[src/rtl/lgme_pkg.sv]
// ----------------------------------------------------------------------------
// Life generation engine, shared definitions
// Widths, register indexes, window and selection types and the birth and survival
// rule used by the next-generation engine with clamped grid edges.
// ----------------------------------------------------------------------------
package lgme_pkg;

    localparam int MAX_COLUMNS = 1024;
    localparam int MAX_ROWS    = 1024;

    localparam int IDX_W   = 10;
    localparam int DIM_W   = 11;
    localparam int CFG_IDX_W = 1;
    localparam int ADDR_W  = $clog2(MAX_COLUMNS);
    localparam int COUNT_W = 4;

    localparam logic [CFG_IDX_W-1:0] REG_ROW_COUNT    = 1'b0;
    localparam logic [CFG_IDX_W-1:0] REG_COLUMN_COUNT = 1'b1;

    localparam int EMIT_W          = 4;
    localparam int EMIT_UPPER      = 0;
    localparam int EMIT_UPPER_EDGE = 1;
    localparam int EMIT_LOWER      = 2;
    localparam int EMIT_LOWER_EDGE = 3;

    typedef struct packed {
        logic older;
        logic newer;
    } line_word_t;

    // Bit 0 is the oldest column of the window, bit 2 the newest.
    typedef struct packed {
        logic [2:0] top;
        logic [2:0] mid;
        logic [2:0] bot;
    } window_t;

    typedef struct packed {
        logic lower_rows;
        logic edge_col;
        logic row_one;
        logic col_one;
    } win_sel_t;

    function automatic logic [IDX_W-1:0] last_index(input logic [DIM_W-1:0] value,
                                                    input logic [DIM_W-1:0] limit);
        logic [DIM_W-1:0] size;
        begin
            if (value < DIM_W'(2))
            begin
                size = DIM_W'(2);
            end
            else if (value > limit)
            begin
                size = limit;
            end
            else
            begin
                size = value;
            end
            return IDX_W'(size - DIM_W'(1));
        end
    endfunction

    function automatic logic life_rule(input logic [COUNT_W-1:0] count,
                                       input logic self_alive);
        begin
            if (count == COUNT_W'(3))
            begin
                return 1'b1;
            end
            else if (count == COUNT_W'(2))
            begin
                return self_alive;
            end
            else
            begin
                return 1'b0;
            end
        end
    endfunction

endpackage

[src/rtl/lgme_line_store.sv]
// ----------------------------------------------------------------------------
// Life generation engine, line store
// Holds the two completed rows above the arriving row, one word per column,
// with a registered read port and a separate write port.
// ----------------------------------------------------------------------------
module lgme_line_store (
    input  logic                         clk,
    input  logic                         rd_en,
    input  logic [lgme_pkg::ADDR_W-1:0]  rd_addr,
    output lgme_pkg::line_word_t         rd_data,
    input  logic                         wr_en,
    input  logic [lgme_pkg::ADDR_W-1:0]  wr_addr,
    input  lgme_pkg::line_word_t         wr_data
);

    lgme_pkg::line_word_t line_mem [lgme_pkg::MAX_COLUMNS];
    lgme_pkg::line_word_t rd_data_reg;

    always_ff @(posedge clk)
    begin
        if (wr_en)
        begin
            line_mem[wr_addr] <= wr_data;
        end
        if (rd_en)
        begin
            rd_data_reg <= line_mem[rd_addr];
        end
    end

    assign rd_data = rd_data_reg;

endmodule

[src/rtl/lgme_window_eval.sv]
// ----------------------------------------------------------------------------
// Life generation engine, window evaluation
// Picks the clamped 3x3 neighbourhood of one cell out of the window and
// applies the birth and survival rule.
// ----------------------------------------------------------------------------
module lgme_window_eval (
    input  lgme_pkg::window_t  window,
    input  lgme_pkg::win_sel_t sel,
    output logic               next_alive,
    output logic               self_alive
);

    logic [2:0] upper;
    logic [2:0] centre;
    logic [2:0] lower;
    logic [2:0] left_bits;
    logic [2:0] mid_bits;
    logic [2:0] right_bits;
    logic [lgme_pkg::COUNT_W-1:0] total;

    always_comb
    begin
        if (sel.lower_rows)
        begin
            upper  = window.mid;
            centre = window.bot;
        end
        else
        begin
            upper  = sel.row_one ? window.mid : window.top;
            centre = window.mid;
        end
        lower = window.bot;

        if (sel.edge_col)
        begin
            left_bits = {upper[1], centre[1], lower[1]};
            mid_bits  = {upper[2], centre[2], lower[2]};
        end
        else
        begin
            left_bits = sel.col_one ? {upper[1], centre[1], lower[1]}
                                    : {upper[0], centre[0], lower[0]};
            mid_bits  = {upper[1], centre[1], lower[1]};
        end
        right_bits = {upper[2], centre[2], lower[2]};

        self_alive = mid_bits[1];
        total = lgme_pkg::COUNT_W'(left_bits[2]) + lgme_pkg::COUNT_W'(left_bits[1])
              + lgme_pkg::COUNT_W'(left_bits[0]) + lgme_pkg::COUNT_W'(mid_bits[2])
              + lgme_pkg::COUNT_W'(mid_bits[0]) + lgme_pkg::COUNT_W'(right_bits[2])
              + lgme_pkg::COUNT_W'(right_bits[1]) + lgme_pkg::COUNT_W'(right_bits[0]);
        next_alive = lgme_pkg::life_rule(total, self_alive);
    end

endmodule

[src/rtl/life_generation_mirror_edges_unit.sv]
// ----------------------------------------------------------------------------
// Life generation engine with clamped edges
// Computes the next generation of a Life grid from a raster stream of cells.
//
// The current generation enters on the cell channel, one beat per cell, row 0
// first and column 0 first within a row. Each result beat carries one cell of
// the next generation with its row and column, a changed flag, a mark on the
// final cell and, on that cell only, whether the whole frame stayed stable.
// A cell is computed once the column after it on the row below has arrived,
// so row 0 gives no results, the last cell of a row gives two, and the last
// cell of the frame gives four.
// A cell beat passes the stage-1 register and the window register on its way to
// the result register. The block takes one cell per cycle while no result is
// waiting to be emitted; it holds the cell channel at each row end after row 0,
// at the frame end and on the last row, while the extra results of a cell go out.
// The two earlier rows sit in one column-addressed line store that is read
// and written back once per cell. Reset clears the position to (0, 0), the
// grid to 2 by 2 and sets the stability flag; a register write restarts the frame.
// While the receiver stalls, the result beat holds and the cell channel
// stalls as soon as the pipeline behind it is full.
// ----------------------------------------------------------------------------
module life_generation_mirror_edges_unit (
    input  logic                              clk,
    input  logic                              rst_n,
    input  logic                              cfg_write,
    input  logic [lgme_pkg::CFG_IDX_W-1:0]    cfg_index,
    input  logic [lgme_pkg::DIM_W-1:0]        cfg_data,
    input  logic                              cell_valid,
    output logic                              cell_stall,
    input  logic                              cell_alive,
    output logic                              result_valid,
    input  logic                              result_stall,
    output logic [lgme_pkg::IDX_W-1:0]        cell_row,
    output logic [lgme_pkg::IDX_W-1:0]        cell_col,
    output logic                              next_alive,
    output logic                              changed,
    output logic                              last_of_frame,
    output logic                              frame_stable
);

    localparam logic [lgme_pkg::DIM_W-1:0] ROW_LIMIT = lgme_pkg::DIM_W'(lgme_pkg::MAX_ROWS);
    localparam logic [lgme_pkg::DIM_W-1:0] COL_LIMIT = lgme_pkg::DIM_W'(lgme_pkg::MAX_COLUMNS);

    logic [lgme_pkg::IDX_W-1:0] row_last_reg, row_last_next;
    logic [lgme_pkg::IDX_W-1:0] col_last_reg, col_last_next;
    logic [lgme_pkg::IDX_W-1:0] in_row_reg, in_row_next;
    logic [lgme_pkg::IDX_W-1:0] in_col_reg, in_col_next;

    logic                       s1_valid_reg, s1_valid_next;
    logic                       s1_cell_reg;
    logic [lgme_pkg::IDX_W-1:0] s1_row_reg;
    logic [lgme_pkg::IDX_W-1:0] s1_col_reg;

    lgme_pkg::window_t          win_reg, win_next;
    logic [lgme_pkg::EMIT_W-1:0] pend_reg, pend_next, pend_left, emit_mask;
    logic [lgme_pkg::IDX_W-1:0] job_row_reg;
    logic [lgme_pkg::IDX_W-1:0] job_col_reg;
    logic                       job_row_one_reg;
    logic                       job_col_one_reg;

    logic                       res_valid_reg, res_valid_next;
    logic [lgme_pkg::IDX_W-1:0] res_row_reg, res_row_next;
    logic [lgme_pkg::IDX_W-1:0] res_col_reg, res_col_next;
    logic                       res_next_reg, res_next_next;
    logic                       res_chg_reg, res_chg_next;
    logic                       res_last_reg, res_last_next;
    logic                       res_stable_reg, res_stable_next;
    logic                       stable_reg, stable_next;

    logic                       accept;
    logic                       s1_move;
    logic                       out_load;
    logic                       emit_now;
    logic                       s1_last_col;
    logic                       s1_last_row;
    logic                       s1_inner;
    logic [lgme_pkg::EMIT_W-1:0] job_mask;
    lgme_pkg::win_sel_t         sel;
    lgme_pkg::line_word_t       line_rd;
    lgme_pkg::line_word_t       line_wr;
    logic                       eval_next;
    logic                       eval_self;
    logic                       is_final;

    lgme_line_store u_line_store (
        .clk     (clk),
        .rd_en   (accept),
        .rd_addr (in_col_reg),
        .rd_data (line_rd),
        .wr_en   (s1_move),
        .wr_addr (s1_col_reg),
        .wr_data (line_wr)
    );

    lgme_window_eval u_window_eval (
        .window     (win_reg),
        .sel        (sel),
        .next_alive (eval_next),
        .self_alive (eval_self)
    );

    always_comb
    begin
        out_load = !res_valid_reg || !result_stall;
        emit_now = out_load && (pend_reg != '0);

        sel.row_one = job_row_one_reg;
        sel.col_one = job_col_one_reg;
        emit_mask   = '0;
        if (pend_reg[lgme_pkg::EMIT_UPPER])
        begin
            emit_mask[lgme_pkg::EMIT_UPPER] = 1'b1;
            sel.lower_rows = 1'b0;
            sel.edge_col   = 1'b0;
        end
        else if (pend_reg[lgme_pkg::EMIT_UPPER_EDGE])
        begin
            emit_mask[lgme_pkg::EMIT_UPPER_EDGE] = 1'b1;
            sel.lower_rows = 1'b0;
            sel.edge_col   = 1'b1;
        end
        else if (pend_reg[lgme_pkg::EMIT_LOWER])
        begin
            emit_mask[lgme_pkg::EMIT_LOWER] = 1'b1;
            sel.lower_rows = 1'b1;
            sel.edge_col   = 1'b0;
        end
        else
        begin
            emit_mask[lgme_pkg::EMIT_LOWER_EDGE] = pend_reg[lgme_pkg::EMIT_LOWER_EDGE];
            sel.lower_rows = 1'b1;
            sel.edge_col   = 1'b1;
        end
        is_final  = emit_mask[lgme_pkg::EMIT_LOWER_EDGE];
        pend_left = emit_now ? (pend_reg & ~emit_mask) : pend_reg;

        s1_move    = s1_valid_reg && (pend_left == '0);
        cell_stall = s1_valid_reg && !s1_move;
        accept     = cell_valid && !cell_stall;

        s1_last_col = (s1_col_reg == col_last_reg);
        s1_last_row = (s1_row_reg == row_last_reg);
        s1_inner    = (s1_col_reg != '0);
        job_mask = '0;
        job_mask[lgme_pkg::EMIT_UPPER]      = s1_inner && (s1_row_reg != '0);
        job_mask[lgme_pkg::EMIT_UPPER_EDGE] = s1_inner && (s1_row_reg != '0) && s1_last_col;
        job_mask[lgme_pkg::EMIT_LOWER]      = s1_inner && s1_last_row;
        job_mask[lgme_pkg::EMIT_LOWER_EDGE] = s1_inner && s1_last_row && s1_last_col;
        pend_next = s1_move ? job_mask : pend_left;

        line_wr.older = line_rd.newer;
        line_wr.newer = s1_cell_reg;
        win_next = win_reg;
        if (s1_move)
        begin
            win_next.top = {line_rd.older, win_reg.top[2:1]};
            win_next.mid = {line_rd.newer, win_reg.mid[2:1]};
            win_next.bot = {s1_cell_reg, win_reg.bot[2:1]};
        end

        s1_valid_next = accept ? 1'b1 : (s1_move ? 1'b0 : s1_valid_reg);

        row_last_next = row_last_reg;
        col_last_next = col_last_reg;
        in_row_next   = in_row_reg;
        in_col_next   = in_col_reg;
        if (accept)
        begin
            if (in_col_reg == col_last_reg)
            begin
                in_col_next = '0;
                in_row_next = (in_row_reg == row_last_reg) ? '0
                              : in_row_reg + lgme_pkg::IDX_W'(1);
            end
            else
            begin
                in_col_next = in_col_reg + lgme_pkg::IDX_W'(1);
            end
        end

        res_valid_next  = out_load ? (pend_reg != '0) : res_valid_reg;
        res_row_next    = res_row_reg;
        res_col_next    = res_col_reg;
        res_next_next   = res_next_reg;
        res_chg_next    = res_chg_reg;
        res_last_next   = res_last_reg;
        res_stable_next = res_stable_reg;
        stable_next     = stable_reg;
        if (emit_now)
        begin
            res_row_next    = sel.lower_rows ? job_row_reg
                              : job_row_reg - lgme_pkg::IDX_W'(1);
            res_col_next    = sel.edge_col ? job_col_reg
                              : job_col_reg - lgme_pkg::IDX_W'(1);
            res_next_next   = eval_next;
            res_chg_next    = eval_next ^ eval_self;
            res_last_next   = is_final;
            res_stable_next = is_final && stable_reg && !(eval_next ^ eval_self);
            if (is_final)
            begin
                stable_next = 1'b1;
            end
            else if (eval_next ^ eval_self)
            begin
                stable_next = 1'b0;
            end
        end

        if (cfg_write)
        begin
            in_row_next = '0;
            in_col_next = '0;
            stable_next = 1'b1;
            case (cfg_index)
                lgme_pkg::REG_ROW_COUNT:
                begin
                    row_last_next = lgme_pkg::last_index(cfg_data, ROW_LIMIT);
                end
                lgme_pkg::REG_COLUMN_COUNT:
                begin
                    col_last_next = lgme_pkg::last_index(cfg_data, COL_LIMIT);
                end
                default:
                begin
                    row_last_next = row_last_reg;
                end
            endcase
        end
    end

    always_ff @(posedge clk or negedge rst_n)
    begin
        if (!rst_n)
        begin
            row_last_reg  <= lgme_pkg::IDX_W'(1);
            col_last_reg  <= lgme_pkg::IDX_W'(1);
            in_row_reg    <= '0;
            in_col_reg    <= '0;
            s1_valid_reg  <= 1'b0;
            win_reg       <= '0;
            pend_reg      <= '0;
            res_valid_reg <= 1'b0;
            stable_reg    <= 1'b1;
        end
        else
        begin
            row_last_reg  <= row_last_next;
            col_last_reg  <= col_last_next;
            in_row_reg    <= in_row_next;
            in_col_reg    <= in_col_next;
            s1_valid_reg  <= s1_valid_next;
            win_reg       <= win_next;
            pend_reg      <= pend_next;
            res_valid_reg <= res_valid_next;
            stable_reg    <= stable_next;
        end
    end

    always_ff @(posedge clk)
    begin
        if (accept)
        begin
            s1_cell_reg <= cell_alive;
            s1_row_reg  <= in_row_reg;
            s1_col_reg  <= in_col_reg;
        end
        if (s1_move)
        begin
            job_row_reg     <= s1_row_reg;
            job_col_reg     <= s1_col_reg;
            job_row_one_reg <= (s1_row_reg == lgme_pkg::IDX_W'(1));
            job_col_one_reg <= (s1_col_reg == lgme_pkg::IDX_W'(1));
        end
        res_row_reg    <= res_row_next;
        res_col_reg    <= res_col_next;
        res_next_reg   <= res_next_next;
        res_chg_reg    <= res_chg_next;
        res_last_reg   <= res_last_next;
        res_stable_reg <= res_stable_next;
    end

    assign result_valid  = res_valid_reg;
    assign cell_row      = res_row_reg;
    assign cell_col      = res_col_reg;
    assign next_alive    = res_next_reg;
    assign changed       = res_chg_reg;
    assign last_of_frame = res_last_reg;
    assign frame_stable  = res_stable_reg;

endmodule
[config.mk]
export PLATFORM = sky130hd
export DESIGN_NAME = life_generation_mirror_edges_unit
export DESIGN_NICKNAME = d
export VERILOG_FILES = /design/src/rtl/lgme_pkg.sv /design/src/rtl/lgme_line_store.sv /design/src/rtl/lgme_window_eval.sv /design/src/rtl/life_generation_mirror_edges_unit.sv
export SDC_FILE = /design/constraint.sdc
export NUM_CORES = 2
export LEC_CHECK = 0
export BUFFER_PORTS_ARGS = -buffer_cell sky130_fd_sc_hd__buf_2
export CELL_PAD_IN_SITES_DETAIL_PLACEMENT = 0
export CELL_PAD_IN_SITES_GLOBAL_PLACEMENT = 1
export CORE_UTILIZATION = 45
export DETAILED_ROUTE_END_ITERATION = 10
export PLACE_DENSITY = 0.69
export SLEW_MARGIN = 5
export SYNTH_ARGS = -nofsm -noshare
export SYNTH_HDL_FRONTEND = slang
export SYNTH_SLANG_ARGS = --single-unit
[constraint.sdc]
create_clock -name clk -period 43.6 [get_ports clk]
set_clock_uncertainty 0.15 [all_clocks]
set_input_delay 2.18 -clock clk [delete_from_list [all_inputs] [get_ports clk]]
set_output_delay 2.18 -clock clk [all_outputs]
set_load 0.01 [all_outputs]
* After elaboration in Yosys (flattened, before gate mapping) *
Memory sizes are Yosys's and may differ from the RTL's. A register that Yosys moved wholly into a read port is not among the register bits.
Cells that the tools add are included.

cells by class
  $add $sub $neg = 13
  magnitude comparators = 2
  eq/ne operators = 8
  muxes and demuxes = 42
  bitwise gates (word level) = 4
  reduce and logical (&&, ||, !) cells = 29

operators by type and width
  operator                 number
  $mux W10                 15
  $eq A10 B10 Y1           4
  $sub A10 B1 Y10 const B  4
  $add A4 B1 Y4            6
  $mux W3                  7
  $add A10 B1 Y10 const B  2
  $eq A10 B1 Y1 const B    2
  $reduce_bool A10 Y1      2
  $mux W1                  15
  $gt A11 B11 Y1 const B   1
  $lt A11 B2 Y1 const B    1
  $logic_and A1 B1 Y1      10
  $eq A4 B2 Y1 const B     2
  $mux W4                  2
  $reduce_and A2 Y1        4
  $reduce_bool A2 Y1       4
  $mux W2                  3
  $logic_not A1 Y1         5
  $and A4 B4 Y4            1
  $logic_not A4 Y1         1
  $not A4 Y4               1
  $reduce_bool A4 Y1       1
  $reduce_bool A3 Y1       1
  $add A1 B1 Y2            1
  other kinds (3)          3

word-level totals
  bits in registers = 123
  bits in writable memories = 2,048
  output and inout bits = 26
  logic and storage cells = 123
  memories = 1

memories
  memory                 words  bits a word  read ports  clocked after memory_dff  wr ports  RTL line               RTL
  u_line_store.line_mem  1,024  2            1           1                         1         lgme_line_store.sv:16  lgme_pkg::line_word_t line_mem [lgme_pkg::MAX_COLUMNS];

* Logic depth before layout (Yosys ltp) *
  depth in word-level cells = 21
  mapped depth = 22
  mapped depth without buffers = 22

* By module *
A second synthesis with hierarchy kept.

second synthesis, totals
  cells, all modules = 5,320
  area, all modules = 89,858.7 um^2

modules (own cells, without submodules)
  module                             times used  cells an instance  area an instance (um^2)  seq. area each (um^2)
  lgme_line_store                    1           4,793              83,777.8                 61,559.0
  life_generation_mirror_edges_unit  1           499                5,758.0                  3,417.0
  lgme_window_eval                   1           28                 322.8                    0.0

* Worst setup path before layout *
Ideal clock, no wire load.

  path kind = reg2reg
  start = register s1_cell_reg
  end = memory u_line_store.line_mem[0][0] in the netlist's numbering, data pin
  library setup time = 2,673 ps
  data arrival time = 12,028 ps
  data required time = 40,777 ps
  slack = 28,749 ps
  stages on the path, launching flop included = 1
  path buffers = 0
  clock period less this slack = 14,851 ps
  path through = edfxtp_1

RTL lines
  what                    RTL line                                  RTL
  start, declared         life_generation_mirror_edges_unit.sv:50   logic s1_cell_reg;
  start signal, assigned  life_generation_mirror_edges_unit.sv:263  s1_cell_reg <= cell_alive;
  end, declared           lgme_line_store.sv:16

No word-level cell before the write port.

==> results.rst <==
.. list-table::
   :header-rows: 1

   * - Metric
     - Value
   * - Outcome
     - finished, final reports clean
   * - Share of the clock period used by the worst path after layout
     - 14.3%
   * - Layout area overhead
     - 12.2%
   * - Total half-perimeter wirelength after legalization and detailed placement
     - 142 mm
   * - Routed len/inst
     - 32.0 um
   * - Peak fanout along the critical path
     - 110
   * - Area share of the leading cell type in the synthesized netlist
     - 71.4%
   * - Effective utilization at floorplan
     - 45.5%
   * - CP Launch Type
     - register
   * - Clock tree from TritonCTS
     - yes
   * - Residual DRC
     - 0
   * - Gate power share
     - 12.7%
   * - Post-CTS setup buffer count
     - 0
   * - Dominant register cell in the synthesized netlist
     - sky130_fd_sc_hd__edfxtp_1
   * - Number of ports placed on the die boundary
     - 44
   * - Cell types occupying the most area after synthesis
     - sky130_fd_sc_hd__edfxtp_1, sky130_fd_sc_hd__mux4_2, sky130_fd_sc_hd__nor2_1
   * - Startpoint of the worst register-to-register path
     - in_col_reg[1]
   * - Clk root buf
     - sky130_fd_sc_hd__clkbuf_16
   * - Maximum count of clock buffers along a single path
     - 3
   * - HP Class
     - register to register
   * - Antenna viol nets, final
     - 0
   * - Class of the most critical setup path
     - register to register
   * - Number of resized instances in the post-cts repair step
     - 0
   * - Most frequently used cell type in the post-synthesis netlist
     - sky130_fd_sc_hd__edfxtp_1
   * - Switching power share of the total
     - 25.0%
   * - Achievable frequency
     - 160 MHz
   * - Post-synthesis sequential area ratio
     - 73.0%
   * - Most instantiated cells after synthesis
     - sky130_fd_sc_hd__edfxtp_1, sky130_fd_sc_hd__nor2_1, sky130_fd_sc_hd__mux4_2
   * - Number of instances in the synthesized netlist
     - 5246
   * - Reg2Reg Depth
     - 10
   * - Area of all placed cells without fillers
     - 99900 sq um
   * - Post-route setup TNS
     - 0 ns
   * - Core region area
     - 196000 sq um
   * - CTS sink cnt
     - 2173
   * - Die Area
     - 200000 sq um
   * - Power Density
     - 50.6 nW/um^2
   * - Slew at the pin closest to its max-slew limit
     - 1.36 ns
   * - Maximum Capacitance Violations
     - 0
   * - Sequential cell fraction of total power
     - 47.7%
   * - Net count of the mapped netlist
     - 5276
   * - Async S/R FF share, synth
     - 2.58%
   * - Signal arrival time at the worst endpoint
     - 6.68 ns
   * - CTS H-Tree Depth
     - 4
   * - Residual overflow from global routing
     - 0
   * - CP required
     - 44.03 ns
   * - Start point of the worst min-delay path
     - win_reg[0]
   * - Routed wire length
     - 258 mm
   * - Number of slew-limit violations in the final report
     - 0
   * - Post-CTS Hold Fix Bufs
     - 0
   * - First-pass detailed-route iteration total
     - 5
   * - Number of hold-slack violations in the final timing report
     - 0
   * - Unique cell type count in the Yosys netlist
     - 71
   * - Cell area after technology mapping
     - 89000 sq um
   * - Horizontal die dimension
     - 447 um
   * - Number of synthesized register bits
     - 2173
   * - Die Ht
     - 447 um
   * - Fraction of final layout cells with drive strength greater than 1
     - 19.7%
   * - Total of buffers placed on input and output ports
     - 43
   * - Static leakage
     - 0.0306 uW
   * - Clock power frac
     - 39.6%
   * - Worst slew margin relative to its limit
     - 8.85%
   * - Reg clk slew, reported paths
     - 0.06 ns
   * - First-pass GRT wire length
     - 365 mm
   * - Pin count of the biggest net entering global routing
     - 261
   * - Number of buffers created by CTS
     - 220
   * - Number of nets at the end of the flow
     - 5277
   * - Number of antenna violations at the first check in global routing
     - 13
   * - Largest Register
     - u_line_store.line_mem
   * - Final weighted congestion of routability-driven global placement
     - 0.835
   * - Yosys warning total
     - 0
   * - Multi-input logic area
     - 22300 sq um
   * - RR Endpoint
     - u_line_store.rd_data[1]
   * - Global-route usage over all layers
     - 25.9%
   * - Number of fill cells
     - 16000
   * - Vias in the first global route
     - 49600
   * - FF-to-FF setup slack
     - 37.35 ns
   * - Post-layout minimum cycle time
     - 6.25 ns
   * - Number of setup violations in the final report
     - 0
   * - Average cell area after synthesis
     - 17.0 sq um
   * - Clock network latency to the later pin of the worst-skew pair
     - 0.91 ns
   * - Sw power
     - 1260 uW
   * - Detailed Route Iter0 Violations
     - 7089
   * - Max reg flops
     - 2048
   * - Post-synth top area cell
     - sky130_fd_sc_hd__edfxtp_1
   * - Placement-stage cell area
     - 92100 sq um
   * - Internal power component
     - 3790 uW
   * - Worst vdd rail ir drop
     - 0.0000422 V
   * - Count of standard-cell rows
     - 162
   * - Endpoint of the worst hold path
     - win_reg[0]
   * - Setup crit end kind
     - register
   * - Detailed-route via count
     - 49800
   * - Flip-flop and latch area
     - 65000 sq um
   * - Via density
     - 6.17
   * - Number of flops mapped to enable cells by yosys
     - 2117
   * - RSZ-0062 raised after global routing
     - false
   * - Instance count along the most critical hold path
     - 1
-- cell type report --
type | count | share of cell area (%)
inverter | 26 | 0.103
tap | 2624 | 3.29
clock inverter | 147 | 1.99
antenna | 4 | 0.0100
multi-input combinational | 2633 | 22.3
sequential | 2173 | 65.1
clock buffer | 267 | 5.77
timing repair buffer | 193 | 1.45
-- worst max path at each step --
stage	to	from	slack, ns
floorplan	u_line_store.line_mem[0][0]	s1_cell_reg	28.75
global placement	u_line_store.rd_data[1]	in_col_reg[0]	37.35
detailed placement	u_line_store.rd_data[1]	in_col_reg[1]	37.49
CTS	u_line_store.rd_data[1]	in_col_reg[1]	37.46
global route	u_line_store.rd_data[1]	in_col_reg[1]	37.34
finish	u_line_store.rd_data[1]	in_col_reg[1]	37.35
-- layer usage --
metal  GRT usage (%)  wire (um)  vias to the layer above
met2            41.2     123000                     2451
met1            35.7     102000                    26400
met3            5.12      23400                      477
met5               0         24                        -
li1                -          -                    20400
met4            9.13       9410                        4
-- power by group through the flow --
stage / combinational (uW) / sequential, uW / clock [uW]
6_report: 643 / 2410 / 2000
5_1_grt: 685 / 2420 / 2110
4_1_cts: 647 / 2410 / 2030
3_5_place_dp: 646 / 2460 / 0
3_3_place_gp: 640 / 2460 / 0
2_1_floorplan: 403 / 2560 / 0
-- placed cells by master, fill, tap and decap left out, types with 44 or more instances in the layout --
cell	count
sky130_fd_sc_hd__mux4_2	463
sky130_fd_sc_hd__buf_2	44
sky130_fd_sc_hd__a22oi_1	59
sky130_fd_sc_hd__dfrtp_1	48
sky130_fd_sc_hd__mux2i_1	197
sky130_fd_sc_hd__clkinv_1	49
sky130_fd_sc_hd__clkbuf_16	221
sky130_fd_sc_hd__nor2_1	1103
sky130_fd_sc_hd__buf_4	140
sky130_fd_sc_hd__a21oi_1	75
sky130_fd_sc_hd__edfxtp_1	2117
sky130_fd_sc_hd__o21ai_0	93
sky130_fd_sc_hd__nand2_1	151
-- worst max-delay path, stage by stage (launching register included) --
cell and delay (ns):
sky130_fd_sc_hd__dfrtp_4 0.95, sky130_fd_sc_hd__buf_4 0.68, sky130_fd_sc_hd__buf_12 0.54, sky130_fd_sc_hd__buf_4 0.79, sky130_fd_sc_hd__mux4_2 0.41, sky130_fd_sc_hd__mux2i_1 0.43
sky130_fd_sc_hd__o22ai_1 0.13, sky130_fd_sc_hd__or4_1 0.61, sky130_fd_sc_hd__o311a_1 0.20, sky130_fd_sc_hd__o311ai_0 0.64, sky130_fd_sc_hd__o31ai_1 0.19
-- cells by family (layout without fill, tap and decap cells) --
kind of cell / count (synthesis) / in the layout / share of synthesized area (%)
AO/OA/AOI/OAI: 425 / 425 / 3.22
XOR/XNOR: 61 / 61 / 0.600
adder cells (fa/ha/maj): 12 / 12 / 0.202
buffers and inverters: 440 / 633 / 2.20
flip-flops: 2173 / 2173 / 73.0
multiplexers: 684 / 684 / 14.2
other: 0 / 4 / 0
AND/OR/NAND/NOR: 1451 / 1451 / 6.55
-- through the flow --
| step | power [uW] | std cells | utilization, % | hold slack [ns] | worst slack, ns |
|---|---|---|---|---|---|
| floorplan | 2960 | 5246 | - | 0.273 | 28.75 |
| global placement | 3100 | 7648 | 47.0 | 0.336 | 37.35 |
| detailed placement | 3100 | 7649 | 47.0 | 0.342 | 37.49 |
| CTS | 5090 | 8063 | 51.0 | 0.356 | 37.46 |
| global route | 5210 | 8064 | 51.0 | 0.363 | 37.34 |
| finish | 5060 | 8067 | 51.0 | 0.357 | 37.35 |
No activity file was read; power rests on OpenSTA's default activity.
